===== src/rtl/vncs_pkg.sv =====
// types and constants of the velocity norm clamp smoother
// no dependencies
package vncs_pkg;
    localparam int VEL_W  = 16;
    localparam int LIM_W  = 15;
    localparam int GAIN_W = 16;
    localparam int ACC_W  = VEL_W + 16;

    localparam logic [1:0] OP_CMD   = 2'd0;
    localparam logic [1:0] OP_TICK  = 2'd1;
    localparam logic [1:0] OP_CLEAR = 2'd2;

    localparam logic [1:0] CFG_LIN  = 2'd0;
    localparam logic [1:0] CFG_ANG  = 2'd1;
    localparam logic [1:0] CFG_GAIN = 2'd2;

    localparam logic [LIM_W-1:0]  LIN_RESET  = 15'd2048;
    localparam logic [LIM_W-1:0]  ANG_RESET  = 15'd3072;
    localparam logic [GAIN_W-1:0] GAIN_RESET = 16'd655;

    typedef logic signed [2:0][VEL_W-1:0] t_vec3;

    typedef struct packed {
        logic  done;
        t_vec3 vel;
    } t_lane_res;
endpackage


===== src/rtl/vncs_lane.sv =====
// one vector lane: norm clamp via iterative sqrt and division, then low-pass filter
// depends on vncs_pkg
module vncs_lane import vncs_pkg::*; (
    input  logic              i_clk,
    input  logic              i_rst_n,
    input  logic              i_start,
    input  logic              i_clear,
    input  t_vec3             i_tgt,
    input  logic [LIM_W-1:0]  i_limit,
    input  logic [GAIN_W-1:0] i_gain,
    output t_lane_res         o_res
);
    localparam logic [3:0] S_IDLE = 4'd0;
    localparam logic [3:0] S_SQ   = 4'd1;
    localparam logic [3:0] S_ACC  = 4'd2;
    localparam logic [3:0] S_LIM  = 4'd3;
    localparam logic [3:0] S_CMP  = 4'd4;
    localparam logic [3:0] S_SQRT = 4'd5;
    localparam logic [3:0] S_DMUL = 4'd6;
    localparam logic [3:0] S_DLD  = 4'd7;
    localparam logic [3:0] S_DIV  = 4'd8;
    localparam logic [3:0] S_DST  = 4'd9;
    localparam logic [3:0] S_SMHI = 4'd10;
    localparam logic [3:0] S_SMLO = 4'd11;
    localparam logic [3:0] S_SMAD = 4'd12;
    localparam logic [3:0] S_DONE = 4'd13;

    logic [3:0]                r_state;
    logic [1:0]                r_idx;
    logic [4:0]                r_cnt;
    logic signed [35:0]        r_prod;
    logic signed [35:0]        r_step;
    logic [31:0]               r_sum;
    logic [31:0]               r_rad;
    logic [15:0]               r_root;
    logic [16:0]               r_rem;
    logic [29:0]               r_dquo;
    logic [15:0]               r_drem;
    t_vec3                     r_clp;
    logic signed [2:0][31:0]   r_s;

    logic [15:0]        w_abs;
    logic               w_neg;
    logic signed [17:0] w_ma;
    logic signed [17:0] w_mb;
    logic signed [35:0] w_mul;
    logic signed [33:0] w_d;
    logic [18:0]        w_srem;
    logic [18:0]        w_strial;
    logic [16:0]        w_drem;
    logic signed [35:0] w_acc;
    logic signed [VEL_W-1:0] w_q;

    assign w_neg = i_tgt[r_idx][VEL_W-1];
    assign w_abs = w_neg ? 16'(-i_tgt[r_idx]) : 16'(i_tgt[r_idx]);
    assign w_d   = {{2{r_clp[r_idx][VEL_W-1]}}, r_clp[r_idx], 16'h0000}
                 - {{2{r_s[r_idx][31]}}, r_s[r_idx]};
    assign w_mul = w_ma * w_mb;
    assign w_srem   = {r_rem, r_rad[31:30]};
    assign w_strial = {1'b0, r_root, 2'b01};
    assign w_drem   = {r_drem, r_dquo[29]};
    assign w_acc    = {{4{r_s[r_idx][31]}}, r_s[r_idx]} + r_step + (r_prod >>> 16);
    assign w_q      = r_dquo[15:0];

    always_comb begin
        w_ma = '0;
        w_mb = '0;
        case (r_state)
            S_SQ: begin
                w_ma = {2'b00, w_abs};
                w_mb = {2'b00, w_abs};
            end
            S_LIM: begin
                w_ma = {3'b000, i_limit};
                w_mb = {3'b000, i_limit};
            end
            S_DMUL: begin
                w_ma = {2'b00, w_abs};
                w_mb = {3'b000, i_limit};
            end
            S_SMHI: begin
                w_ma = {2'b00, i_gain};
                w_mb = w_d[33:16];
            end
            S_SMLO: begin
                w_ma = {2'b00, i_gain};
                w_mb = {2'b00, w_d[15:0]};
            end
            default: begin
                w_ma = '0;
                w_mb = '0;
            end
        endcase
    end

    always_ff @(posedge i_clk) begin
        if (!i_rst_n) begin
            r_state <= S_IDLE;
            r_idx   <= '0;
            r_cnt   <= '0;
            r_s     <= '0;
        end else begin
            case (r_state)
                S_IDLE: begin
                    r_idx <= '0;
                    if (i_clear) begin
                        r_s <= '0;
                    end
                    if (i_start) begin
                        r_state <= S_SQ;
                    end
                end
                S_SQ: begin
                    r_prod  <= w_mul;
                    r_state <= S_ACC;
                end
                S_ACC: begin
                    r_sum <= (r_idx == 2'd0) ? r_prod[31:0] : r_sum + r_prod[31:0];
                    if (r_idx == 2'd2) begin
                        r_state <= S_LIM;
                    end else begin
                        r_idx   <= r_idx + 2'd1;
                        r_state <= S_SQ;
                    end
                end
                S_LIM: begin
                    r_prod  <= w_mul;
                    r_state <= S_CMP;
                end
                S_CMP: begin
                    r_idx <= '0;
                    if (r_sum <= r_prod[31:0]) begin
                        r_clp   <= i_tgt;
                        r_state <= S_SMHI;
                    end else begin
                        r_rad   <= r_sum;
                        r_root  <= '0;
                        r_rem   <= '0;
                        r_cnt   <= '0;
                        r_state <= S_SQRT;
                    end
                end
                S_SQRT: begin
                    if (w_srem >= w_strial) begin
                        r_rem  <= 17'(w_srem - w_strial);
                        r_root <= {r_root[14:0], 1'b1};
                    end else begin
                        r_rem  <= 17'(w_srem);
                        r_root <= {r_root[14:0], 1'b0};
                    end
                    r_rad <= {r_rad[29:0], 2'b00};
                    r_cnt <= r_cnt + 5'd1;
                    if (r_cnt == 5'd15) begin
                        r_state <= S_DMUL;
                    end
                end
                S_DMUL: begin
                    r_prod  <= w_mul;
                    r_state <= S_DLD;
                end
                S_DLD: begin
                    r_dquo  <= r_prod[29:0];
                    r_drem  <= '0;
                    r_cnt   <= '0;
                    r_state <= S_DIV;
                end
                S_DIV: begin
                    if (w_drem >= {1'b0, r_root}) begin
                        r_drem <= 16'(w_drem - {1'b0, r_root});
                        r_dquo <= {r_dquo[28:0], 1'b1};
                    end else begin
                        r_drem <= w_drem[15:0];
                        r_dquo <= {r_dquo[28:0], 1'b0};
                    end
                    r_cnt <= r_cnt + 5'd1;
                    if (r_cnt == 5'd29) begin
                        r_state <= S_DST;
                    end
                end
                S_DST: begin
                    r_clp[r_idx] <= w_neg ? -w_q : w_q;
                    if (r_idx == 2'd2) begin
                        r_idx   <= '0;
                        r_state <= S_SMHI;
                    end else begin
                        r_idx   <= r_idx + 2'd1;
                        r_state <= S_DMUL;
                    end
                end
                S_SMHI: begin
                    r_prod  <= w_mul;
                    r_state <= S_SMLO;
                end
                S_SMLO: begin
                    r_step  <= r_prod;
                    r_prod  <= w_mul;
                    r_state <= S_SMAD;
                end
                S_SMAD: begin
                    r_s[r_idx] <= w_acc[31:0];
                    if (r_idx == 2'd2) begin
                        r_state <= S_DONE;
                    end else begin
                        r_idx   <= r_idx + 2'd1;
                        r_state <= S_SMHI;
                    end
                end
                S_DONE: begin
                    r_state <= S_IDLE;
                end
                default: begin
                    r_state <= S_IDLE;
                end
            endcase
        end
    end

    always_comb begin
        logic signed [32:0] v_rnd;
        logic signed [16:0] v_r;
        o_res.done = (r_state == S_DONE);
        o_res.vel  = '0;
        for (int i = 0; i < 3; i++) begin
            v_rnd = {r_s[i][31], r_s[i]} + 33'sd32768;
            v_r   = v_rnd[32:16];
            if (v_r > 17'sd32767) begin
                o_res.vel[i] = 16'sh7fff;
            end else if (v_r < -17'sd32768) begin
                o_res.vel[i] = 16'sh8000;
            end else begin
                o_res.vel[i] = v_r[15:0];
            end
        end
    end
endmodule


===== src/rtl/vncs_merge.sv =====
// merge stage: waits for both lanes and holds the result transaction
// depends on vncs_pkg
module vncs_merge import vncs_pkg::*; (
    input  logic      i_clk,
    input  logic      i_rst_n,
    input  logic      i_start,
    input  t_lane_res i_lin,
    input  t_lane_res i_ang,
    input  logic      i_out_ready,
    output logic      o_busy,
    output logic      o_out_valid,
    output t_vec3     o_lin,
    output t_vec3     o_ang
);
    logic  r_busy;
    logic  r_dl;
    logic  r_da;
    logic  r_ov;
    t_vec3 r_lin;
    t_vec3 r_ang;
    logic  w_load;

    assign w_load = r_busy && r_dl && r_da && (!r_ov || i_out_ready);

    always_ff @(posedge i_clk) begin
        if (!i_rst_n) begin
            r_busy <= 1'b0;
            r_dl   <= 1'b0;
            r_da   <= 1'b0;
            r_ov   <= 1'b0;
        end else begin
            if (i_start) begin
                r_busy <= 1'b1;
                r_dl   <= 1'b0;
                r_da   <= 1'b0;
            end else begin
                if (i_lin.done) r_dl <= 1'b1;
                if (i_ang.done) r_da <= 1'b1;
                if (w_load) r_busy <= 1'b0;
            end
            if (w_load) begin
                r_ov <= 1'b1;
            end else if (i_out_ready) begin
                r_ov <= 1'b0;
            end
        end
    end

    always_ff @(posedge i_clk) begin
        if (w_load) begin
            r_lin <= i_lin.vel;
            r_ang <= i_ang.vel;
        end
    end

    assign o_busy      = r_busy;
    assign o_out_valid = r_ov;
    assign o_lin       = r_lin;
    assign o_ang       = r_ang;
endmodule


===== src/rtl/velocity_norm_clamp_smoother.sv =====
// a tick runs squaring, limit compare and low-pass filter steps in each lane; a clamped vector adds a
// 16-step square root plus three 30-step divisions per lane, both lanes in parallel
// one transaction at a time; command and clear transactions do not make the block busy
// synchronous active-low reset: targets and filter state zero, limits and gain to defaults
module velocity_norm_clamp_smoother import vncs_pkg::*; (
    input  logic                    i_clk,
    input  logic                    i_rst_n,
    input  logic                    i_cfg_we,
    input  logic [1:0]              i_cfg_idx,
    input  logic [15:0]             i_cfg_data,
    input  logic                    i_in_valid,
    output logic                    o_in_ready,
    input  logic [1:0]              i_op,
    input  logic signed [VEL_W-1:0] i_cmd_lin_x,
    input  logic signed [VEL_W-1:0] i_cmd_lin_y,
    input  logic signed [VEL_W-1:0] i_cmd_lin_z,
    input  logic signed [VEL_W-1:0] i_cmd_ang_x,
    input  logic signed [VEL_W-1:0] i_cmd_ang_y,
    input  logic signed [VEL_W-1:0] i_cmd_ang_z,
    input  logic [5:0]              i_nonfinite_mask,
    output logic                    o_out_valid,
    input  logic                    i_out_ready,
    output logic signed [VEL_W-1:0] o_out_lin_x,
    output logic signed [VEL_W-1:0] o_out_lin_y,
    output logic signed [VEL_W-1:0] o_out_lin_z,
    output logic signed [VEL_W-1:0] o_out_ang_x,
    output logic signed [VEL_W-1:0] o_out_ang_y,
    output logic signed [VEL_W-1:0] o_out_ang_z
);
    logic [LIM_W-1:0]  r_lin_lim;
    logic [LIM_W-1:0]  r_ang_lim;
    logic [GAIN_W-1:0] r_gain;
    t_vec3             r_tlin;
    t_vec3             r_tang;
    logic              w_acc;
    logic              w_busy;
    logic              w_start;
    logic              w_clear;
    t_lane_res         w_lin_res;
    t_lane_res         w_ang_res;
    t_vec3             w_olin;
    t_vec3             w_oang;

    function automatic logic signed [VEL_W-1:0] neg_sat(input logic signed [VEL_W-1:0] v);
        return (v == {1'b1, {(VEL_W-1){1'b0}}}) ? {1'b0, {(VEL_W-1){1'b1}}} : -v;
    endfunction

    assign o_in_ready = !w_busy;
    assign w_acc      = i_in_valid && !w_busy;
    assign w_start    = w_acc && (i_op == OP_TICK);
    assign w_clear    = w_acc && (i_op == OP_CLEAR);

    always_ff @(posedge i_clk) begin
        if (!i_rst_n) begin
            r_lin_lim <= LIN_RESET;
            r_ang_lim <= ANG_RESET;
            r_gain    <= GAIN_RESET;
            r_tlin    <= '0;
            r_tang    <= '0;
        end else begin
            if (i_cfg_we) begin
                case (i_cfg_idx)
                    CFG_LIN:  r_lin_lim <= i_cfg_data[LIM_W-1:0];
                    CFG_ANG:  r_ang_lim <= i_cfg_data[LIM_W-1:0];
                    CFG_GAIN: r_gain    <= i_cfg_data;
                    default:  r_gain    <= r_gain;
                endcase
            end
            if (w_acc && (i_op == OP_CMD)) begin
                r_tlin[0] <= i_nonfinite_mask[0] ? '0 : i_cmd_lin_x;
                r_tlin[1] <= i_nonfinite_mask[1] ? '0 : neg_sat(i_cmd_lin_y);
                r_tlin[2] <= i_nonfinite_mask[2] ? '0 : neg_sat(i_cmd_lin_z);
                r_tang[0] <= i_nonfinite_mask[3] ? '0 : i_cmd_ang_x;
                r_tang[1] <= i_nonfinite_mask[4] ? '0 : neg_sat(i_cmd_ang_y);
                r_tang[2] <= i_nonfinite_mask[5] ? '0 : neg_sat(i_cmd_ang_z);
            end else if (w_clear) begin
                r_tlin <= '0;
                r_tang <= '0;
            end
        end
    end

    vncs_lane u_lin (
        .i_clk   (i_clk),
        .i_rst_n (i_rst_n),
        .i_start (w_start),
        .i_clear (w_clear),
        .i_tgt   (r_tlin),
        .i_limit (r_lin_lim),
        .i_gain  (r_gain),
        .o_res   (w_lin_res)
    );

    vncs_lane u_ang (
        .i_clk   (i_clk),
        .i_rst_n (i_rst_n),
        .i_start (w_start),
        .i_clear (w_clear),
        .i_tgt   (r_tang),
        .i_limit (r_ang_lim),
        .i_gain  (r_gain),
        .o_res   (w_ang_res)
    );

    vncs_merge u_merge (
        .i_clk       (i_clk),
        .i_rst_n     (i_rst_n),
        .i_start     (w_start),
        .i_lin       (w_lin_res),
        .i_ang       (w_ang_res),
        .i_out_ready (i_out_ready),
        .o_busy      (w_busy),
        .o_out_valid (o_out_valid),
        .o_lin       (w_olin),
        .o_ang       (w_oang)
    );

    assign o_out_lin_x = w_olin[0];
    assign o_out_lin_y = w_olin[1];
    assign o_out_lin_z = w_olin[2];
    assign o_out_ang_x = w_oang[0];
    assign o_out_ang_y = w_oang[1];
    assign o_out_ang_z = w_oang[2];
endmodule


===== config.mk =====
export PLATFORM = sky130hd
export DESIGN_NAME = velocity_norm_clamp_smoother
export DESIGN_NICKNAME = d
export VERILOG_FILES = /design/src/rtl/vncs_pkg.sv /design/src/rtl/vncs_lane.sv /design/src/rtl/vncs_merge.sv /design/src/rtl/velocity_norm_clamp_smoother.sv
export SDC_FILE = /design/constraint.sdc
export NUM_CORES = 2
export LEC_CHECK = 0
export BUFFER_PORTS_ARGS = -buffer_cell sky130_fd_sc_hd__buf_4
export CORE_MARGIN = 4
export CORE_UTILIZATION = 43
export DETAILED_ROUTE_END_ITERATION = 16
export GPL_TIMING_DRIVEN = 0
export HOLD_SLACK_MARGIN = 0.02
export PLACE_DENSITY = 0.67
export SETUP_SLACK_MARGIN = 0.4
export SLEW_MARGIN = 20
export SYNTH_ARGS = -nofsm -noshare
export SYNTH_HDL_FRONTEND = slang
export SYNTH_HIERARCHICAL = 1
export SYNTH_SLANG_ARGS = --single-unit

===== constraint.sdc =====
create_clock -name i_clk -period 12.7 [get_ports i_clk]
set_input_delay 1.905 -clock i_clk [delete_from_list [all_inputs] [get_ports i_clk]]
set_output_delay 1.905 -clock i_clk [all_outputs]
set_load 0.1 [all_outputs]

# ---- Word level (Yosys, flattened, before mapping)
# Cells that the tools add are included.
dict set report classes {
  n_addsub 30
  n_mul 2
  order_cmp 22
  n_eq_ne 54
  n_mux 113
  bitwise 1
  reduce_logical 71
}
# cell n
set op_table {}
lappend op_table {{$mux W16} 30}
lappend op_table {{$pmux W96 S2} 2}
lappend op_table {{$mux W32} 8}
lappend op_table {{$mux W48} 5}
lappend op_table {{$add A32 B17 Y33 const B} 6}
lappend op_table {{$bwmux W96} 2}
lappend op_table {{$pmux W48 S2} 2}
lappend op_table {{$pmux W18 S4} 2}
lappend op_table {{$add A32 B32 Y32} 4}
lappend op_table {{$bmux W16 S2} 4}
lappend op_table {{$bmux W32 S2} 2}
lappend op_table {{$demux W32 S2} 2}
lappend op_table {{$neg A16 Y16} 8}
lappend op_table {{$pmux W16 S2} 4}
lappend op_table {{$pmux W32 S2} 2}
lappend op_table {{$pmux W30 S2} 2}
lappend op_table {{$pmux W4 S13} 2}
lappend op_table {{$gt A17 B16 Y1 const B} 6}
lappend op_table {{$lt A17 B16 Y1 const B} 6}
lappend op_table {{$bwmux W48} 2}
lappend op_table {{$mux W96} 1}
lappend op_table {{$pmux W16 S3} 2}
lappend op_table {{$mul A17 B18 Y35} 2}
lappend op_table {{$mux W17} 4}
lappend op_table {{43 further kinds} 183}
dict set report totals {
  register_bits 972
  in_bits 127
  output_inout_bits 98
  elab_cells 346
}

# ---- Longest topological paths before layout
dict set report depth {
  ltp_word 6
  depth_mapped 43
  ltp_nobuf 35
}

# ---- Cells and area by module
# Netlist, hierarchy kept.
# mod instances cells_per_inst area_each_um2 seq_area_each_um2
set modules_own_cells {}
lappend modules_own_cells {{vncs_lane at u_ang} 1 4085 35796.8 9889.5}
lappend modules_own_cells {{vncs_lane at u_lin} 1 4002 35733.0 9889.5}
lappend modules_own_cells {velocity_norm_clamp_smoother 1 734 6278.5 2842.7}
lappend modules_own_cells {vncs_merge 1 112 3041.7 2962.8}

# ---- Worst setup path before layout
# OpenSTA, ideal clock, no wires.
dict set report synth_path {
  path_type {flip-flop to flip-flop}
  startpoint {register u_ang.r_idx[0]}
  endpoint {register u_ang/r_prod[34] (netlist name)}
  setup_time_ns 0.261
  t_arrival_ns 9.330
  required_ns 12.439
  path_slack_ns 3.110
  path_stages_with_launch 35
  n_path_buf 6
  period_less_slack_ns 9.590
  cell_sequence {dfxtp_1 -> buf_6 -> buf_6 -> buf_6 -> buf_2 -> buf_1 -> mux2i_1 -> nor2_1 -> a21oi_1 -> ha_1 -> a21oi_1 -> nor3b_1 -> a211oi_1 -> o21a_1 -> o21a_1 -> o21a_1 -> buf_2 -> nor2_1 -> fa_1 -> inv_1 -> fa_1 -> inv_1 -> fa_1 -> inv_1 -> fa_1 -> fa_1 -> fa_1 -> inv_1 -> ha_1 -> a21o_1 -> a21o_1 -> a21o_1 -> or4_1 -> nand4_1 -> nor3_1}
}
dict set report synth_via {
  elab_chain_len 6
  word_cells_on_any_way 12
  classes_between {add/sub: 2; mul: 1; mux: 9}
}
# element line_no
set synth_rtl {}
lappend synth_rtl {{from (decl)} vncs_lane.sv:29} ;# logic [1:0] r_idx;
lappend synth_rtl {{from (signal assigned)} vncs_lane.sv:122} ;# r_idx <= r_idx + 2'd1;
lappend synth_rtl {{from (signal assigned)} vncs_lane.sv:186} ;# r_idx <= r_idx + 2'd1;
lappend synth_rtl {{from (signal assigned)} vncs_lane.sv:204} ;# r_idx <= r_idx + 2'd1;
lappend synth_rtl {{$bmux W16 S2} {vncs_lane.sv:54, vncs_lane.sv:55}}
lappend synth_rtl {{$mux W16 (implied by the code)} {vncs_lane.sv:54, vncs_lane.sv:55}}
lappend synth_rtl {{$neg A16 Y16} vncs_lane.sv:55} ;# assign w_abs = w_neg ? 16'(-i_tgt[r_idx]) : 16'(i_tgt[r_idx]);
lappend synth_rtl {{$mux W16} vncs_lane.sv:55}
lappend synth_rtl {{$pmux W18 S4 or $pmux W16 S3 (tied branches)} vncs_lane.sv:68} ;# case (r_state)
lappend synth_rtl {{$mul A17 B18 Y35 (*)} vncs_lane.sv:58} ;# assign w_mul = w_ma * w_mb;
lappend synth_rtl {{via u_ang.w_mul[34]} vncs_lane.sv:46} ;# logic signed [35:0] w_mul;
# The timed path passes the listed nets; every way through them passes the cells marked *. The select of a mux whose other input is x is not followed.
# A chain may end at the register's enable or synchronous reset.

# ---- Worst setup path after layout
dict set report layout_path {
  startpoint {register u_lin.r_idx[0]}
  endpoint {register u_lin/r_prod[34] (netlist name)}
}
dict set report layout_via {
  elab_chain_len 6
  word_cells_on_any_way 12
  classes_between {add/sub: 2; mul: 1; mux: 9}
}
# element line_no
set layout_rtl {}
lappend layout_rtl {{from (decl)} vncs_lane.sv:29}
lappend layout_rtl {{from (signal assigned)} vncs_lane.sv:122}
lappend layout_rtl {{from (signal assigned)} vncs_lane.sv:186}
lappend layout_rtl {{from (signal assigned)} vncs_lane.sv:204}
lappend layout_rtl {{$bmux W16 S2} {vncs_lane.sv:54, vncs_lane.sv:55}}
lappend layout_rtl {{$mux W16 (implied by the code)} {vncs_lane.sv:54, vncs_lane.sv:55}}
lappend layout_rtl {{$neg A16 Y16} vncs_lane.sv:55}
lappend layout_rtl {{$mux W16} vncs_lane.sv:55}
lappend layout_rtl {{$pmux W18 S4 or $pmux W16 S3 (tied branches)} vncs_lane.sv:68}
lappend layout_rtl {{$mul A17 B18 Y35 (*)} vncs_lane.sv:58}
lappend layout_rtl {{via u_lin.w_mul[34]} vncs_lane.sv:46}
# Marks and branches as above.

==> results.md <==
* Status: finished clean
* RSZ-0062 raised after global routing: true
* Hold Path Cell Cnt at 2
* GR Overflow Total at 0
* #FFs+latches synth at 972
* Fin crit period at 11.90 ns
* Port bufs at between 200 and 250
* Post-route setup slack at 0.802 ns
* Num CTS Buffers at approximately 110
* Max transition margin at 0.128
* Max-slew violation count at 0
* Vias at approximately 69000
* Slowest cell on crit path: a21oi_2
* Core area at around 0.19 mm^2
* TritonCTS clock tree: yes
* Initial antenna violation count at 35
* Final worst path period share at 0.937
* Pwr dens at between 80 and 90 mW/mm^2
* Synth-to-Final Area Change at 11.9%
* Die Span X at 442 um
* Filler cells at 17800
* Dpl cells at roughly 12000
* Critical Path End: u_lin/r_prod[34]
* Post-Layout Cell Count at between 10000 and 15000
* Post-Synthesis Cells at between 8000 and 9000
* Endpoints failing setup at 0
* Htree depth at 3
* Number of cells on the worst reg-to-reg path at 38
* Max incr delay on CP at about 0.61 ns
* Hold crit path type: flip-flop to flip-flop
* Critical R2R Launch: u_lin/r_idx[0]
* Post-synth EDFFs at approximately 610
* Die Height at approximately 440 um
* Register area share after synthesis at 0.316
* CP Capture Type: flip-flop
* Die ar. at 0.195 mm^2
* Synth top area share at 0.227
* Starting Density at 0.434
* Layout Nets at approximately 11000
* Post-synth top cells: nand2_1, inv_1, nor2_1
* Synth area leader: edfxtp_1
* Top cell by count, worst path: fa_1
* Max Fclk at roughly 0.084 GHz
* MaxCap Viol Count at 0
* Vias in the first global route at 67500
* CP arrival at between 10 and 15 ns
* Worst-margin pin slew at about 1.3 ns
* Maximum root-to-sink buffer count at 3
* First-pass GRT wire length at ~430 mm
* Io pins at 225
* Critical path origin: u_lin/r_idx[0]
* Post-DP HPWL at approximately 230 mm
* FF-to-FF End: u_lin/r_prod[34]
* Clock skew at a little under 0.05 ns
* Ys Warns at 6
* Mapped cell area at just over 0.08 mm^2
* Worst-skew pair later-pin latency at between 0.7 and 0.8 ns
* Via density at roughly 5.8
* Final hold violation count at 0
* Place WS at -0.326 ns
* Syn Nets at roughly 10000
* Clk sinks at approximately 1000
* WL/cell at ~24 um
* Drt first pass iters at 9
* Crit-path max FO at 10
* Worst VDD drop at between 0.0001 and 0.00015 V
* Root Driver: clkbuf_16
* Routed Antenna Nets at 0
* Clock transition at path regs at around 0.070 ns
* GPL Wtd Cong at roughly 1.0
* Post-Route WL at 287 mm
* Postcts setup bufs at 0
* GRT Total Usage at 0.285
* Layout cells sized above 1 at 0.0755
* Startpoint Class: flip-flop
* Residual DRC at 0
* Pin count of the biggest net entering global routing at 45
* P_leak at roughly 37 nW
* Yosys cell types at 117
* Row count at 158
* Syn avg cell area at approximately 9.1 um^2
* Asr flop ratio synth at 0
* 1st-iter DRT viols at between 7000 and 8000
* Synth top area cells: edfxtp_1, fa_1, dfxtp_1
* Most frequent cell after synthesis: nand2_1
* Worst path required time at 13.17 ns
* Crit Path Class: flip-flop to flip-flop
* R2R setup slack at between 0.8 and 0.9 ns
* Main synth FF type: edfxtp_1
==> flip-flops by register name (all words and copies together) (netlist names), 35 cells and up <==
| signal | cells |
|---|---|
| u_ang/r_s | 96 |
| u_lin/r_s | 96 |
| r_tang | 48 |
| r_tlin | 48 |
| u_ang/r_clp | 48 |
| u_lin/r_clp | 48 |
| u_merge/o_ang | 48 |
| u_merge/o_lin | 48 |
| u_ang/r_prod | 35 |
| u_lin/r_prod | 35 |
==> area by class of cell <==
class                      instances  area [um^2]  share of cell area
multi-input combinational       6547        50100               0.554
inverter                        1049         3940              0.0435
clock buffer                     117         2820              0.0312
timing repair buffer             271         2300              0.0254
sequential                       972        25600               0.283
tap                             2480         3100              0.0343
clock inverter                    85          982              0.0109
antenna                           25         62.6            0.000691
buffer                           365         1570              0.0173
==> per-layer routing <==
layer  wire, um  track usage
met1     118000        0.387
met2     123000        0.425
met3      27900       0.0596
met4      17500        0.158
met5         31            0
==> cell usage in the layout (no fill, tap or decap), drive strengths merged, types with 50 or more instances in the layout <==
cell,count
o21ai,552
xnor2,229
mux2i,199
nor4,50
buf,353
a22oi,150
fa,612
ha,516
dfxtp,360
xor2,174
nand2,1198
and3,51
a21boi,74
a21o,104
edfxtp,612
o21a,58
a21oi,402
inv,1059
nand3,194
clkbuf,398
nand4,59
nor3,126
nor2,854
and2,60
nor2b,114
nand2b,63
==> through the flow <==
step | utilization | total power [mW] | setup TNS (ns) | hold slack [ns] | instance area [um^2]
floorplan | - | 3.77 | 0 | 0.428 | 80900
global placement | 0.460 | 4.00 | -2.35 | 0.459 | 85600
detailed placement | 0.464 | 4.02 | -0.731 | 0.466 | 86500
CTS | 0.485 | 7.38 | 0 | 0.476 | 90300
global route | 0.486 | 7.56 | 0 | 0.500 | 90500
finish | 0.486 | 7.34 | 0 | 0.476 | 90500
==> how the worst min path moves through the flow <==
| stage | start | end | slack, ns |
|---|---|---|---|
| 6_report | r_tang[20] | r_tang[20] | 0.48 |
| 5_1_grt | r_tang[20] | r_tang[20] | 0.50 |
| 4_1_cts | r_tang[20] | r_tang[20] | 0.48 |
| 3_5_place_dp | r_tang[28] | r_tang[28] | 0.47 |
| 3_3_place_gp | u_merge/r_da | u_merge/o_busy | 0.46 |
| 2_1_floorplan | r_tlin[22] | r_tlin[22] | 0.43 |
==> repair_timing <==
| item | CTS | global route |
|---|---|---|
| setup endpoints to repair | 10 | 15 |
| hold buffers | 0 | 0 |
| gates resized for setup | 11 | 26 |
==> report_power, final <==
part / total (mW) / internal, mW / leakage (nW) / switching, mW
Combinational: 0.562 / 0.181 / 27.2 / 0.381
Clock: 3.37 / 1.93 / 1.81 / 1.44
Sequential: 3.41 / 3.36 / 8.37 / 0.0497
==> cell families after synthesis <==
| group | share of synthesized area |
|---|---|
| xor+xnor | 0.0437 |
| flops | 0.316 |
| mux | 0.0256 |
| simple gates | 0.166 |
| compound gates | 0.149 |
| buf+inv | 0.0678 |
| fa+ha+maj | 0.231 |
==> worst max-delay path, delay by kind of cell, from the launching register on <==
family                     cells  cell delay [ns]
xor gates and xnor gates       1             0.12
muxes                          2             0.43
and+or+nand+nor                4             0.66
DFF                            1             0.38
buffers and inverters         10             2.19
adders and majority gates      8             3.77
AOI/OAI and AO/OA             13             4.03
(Power assumes the default switching activity.)
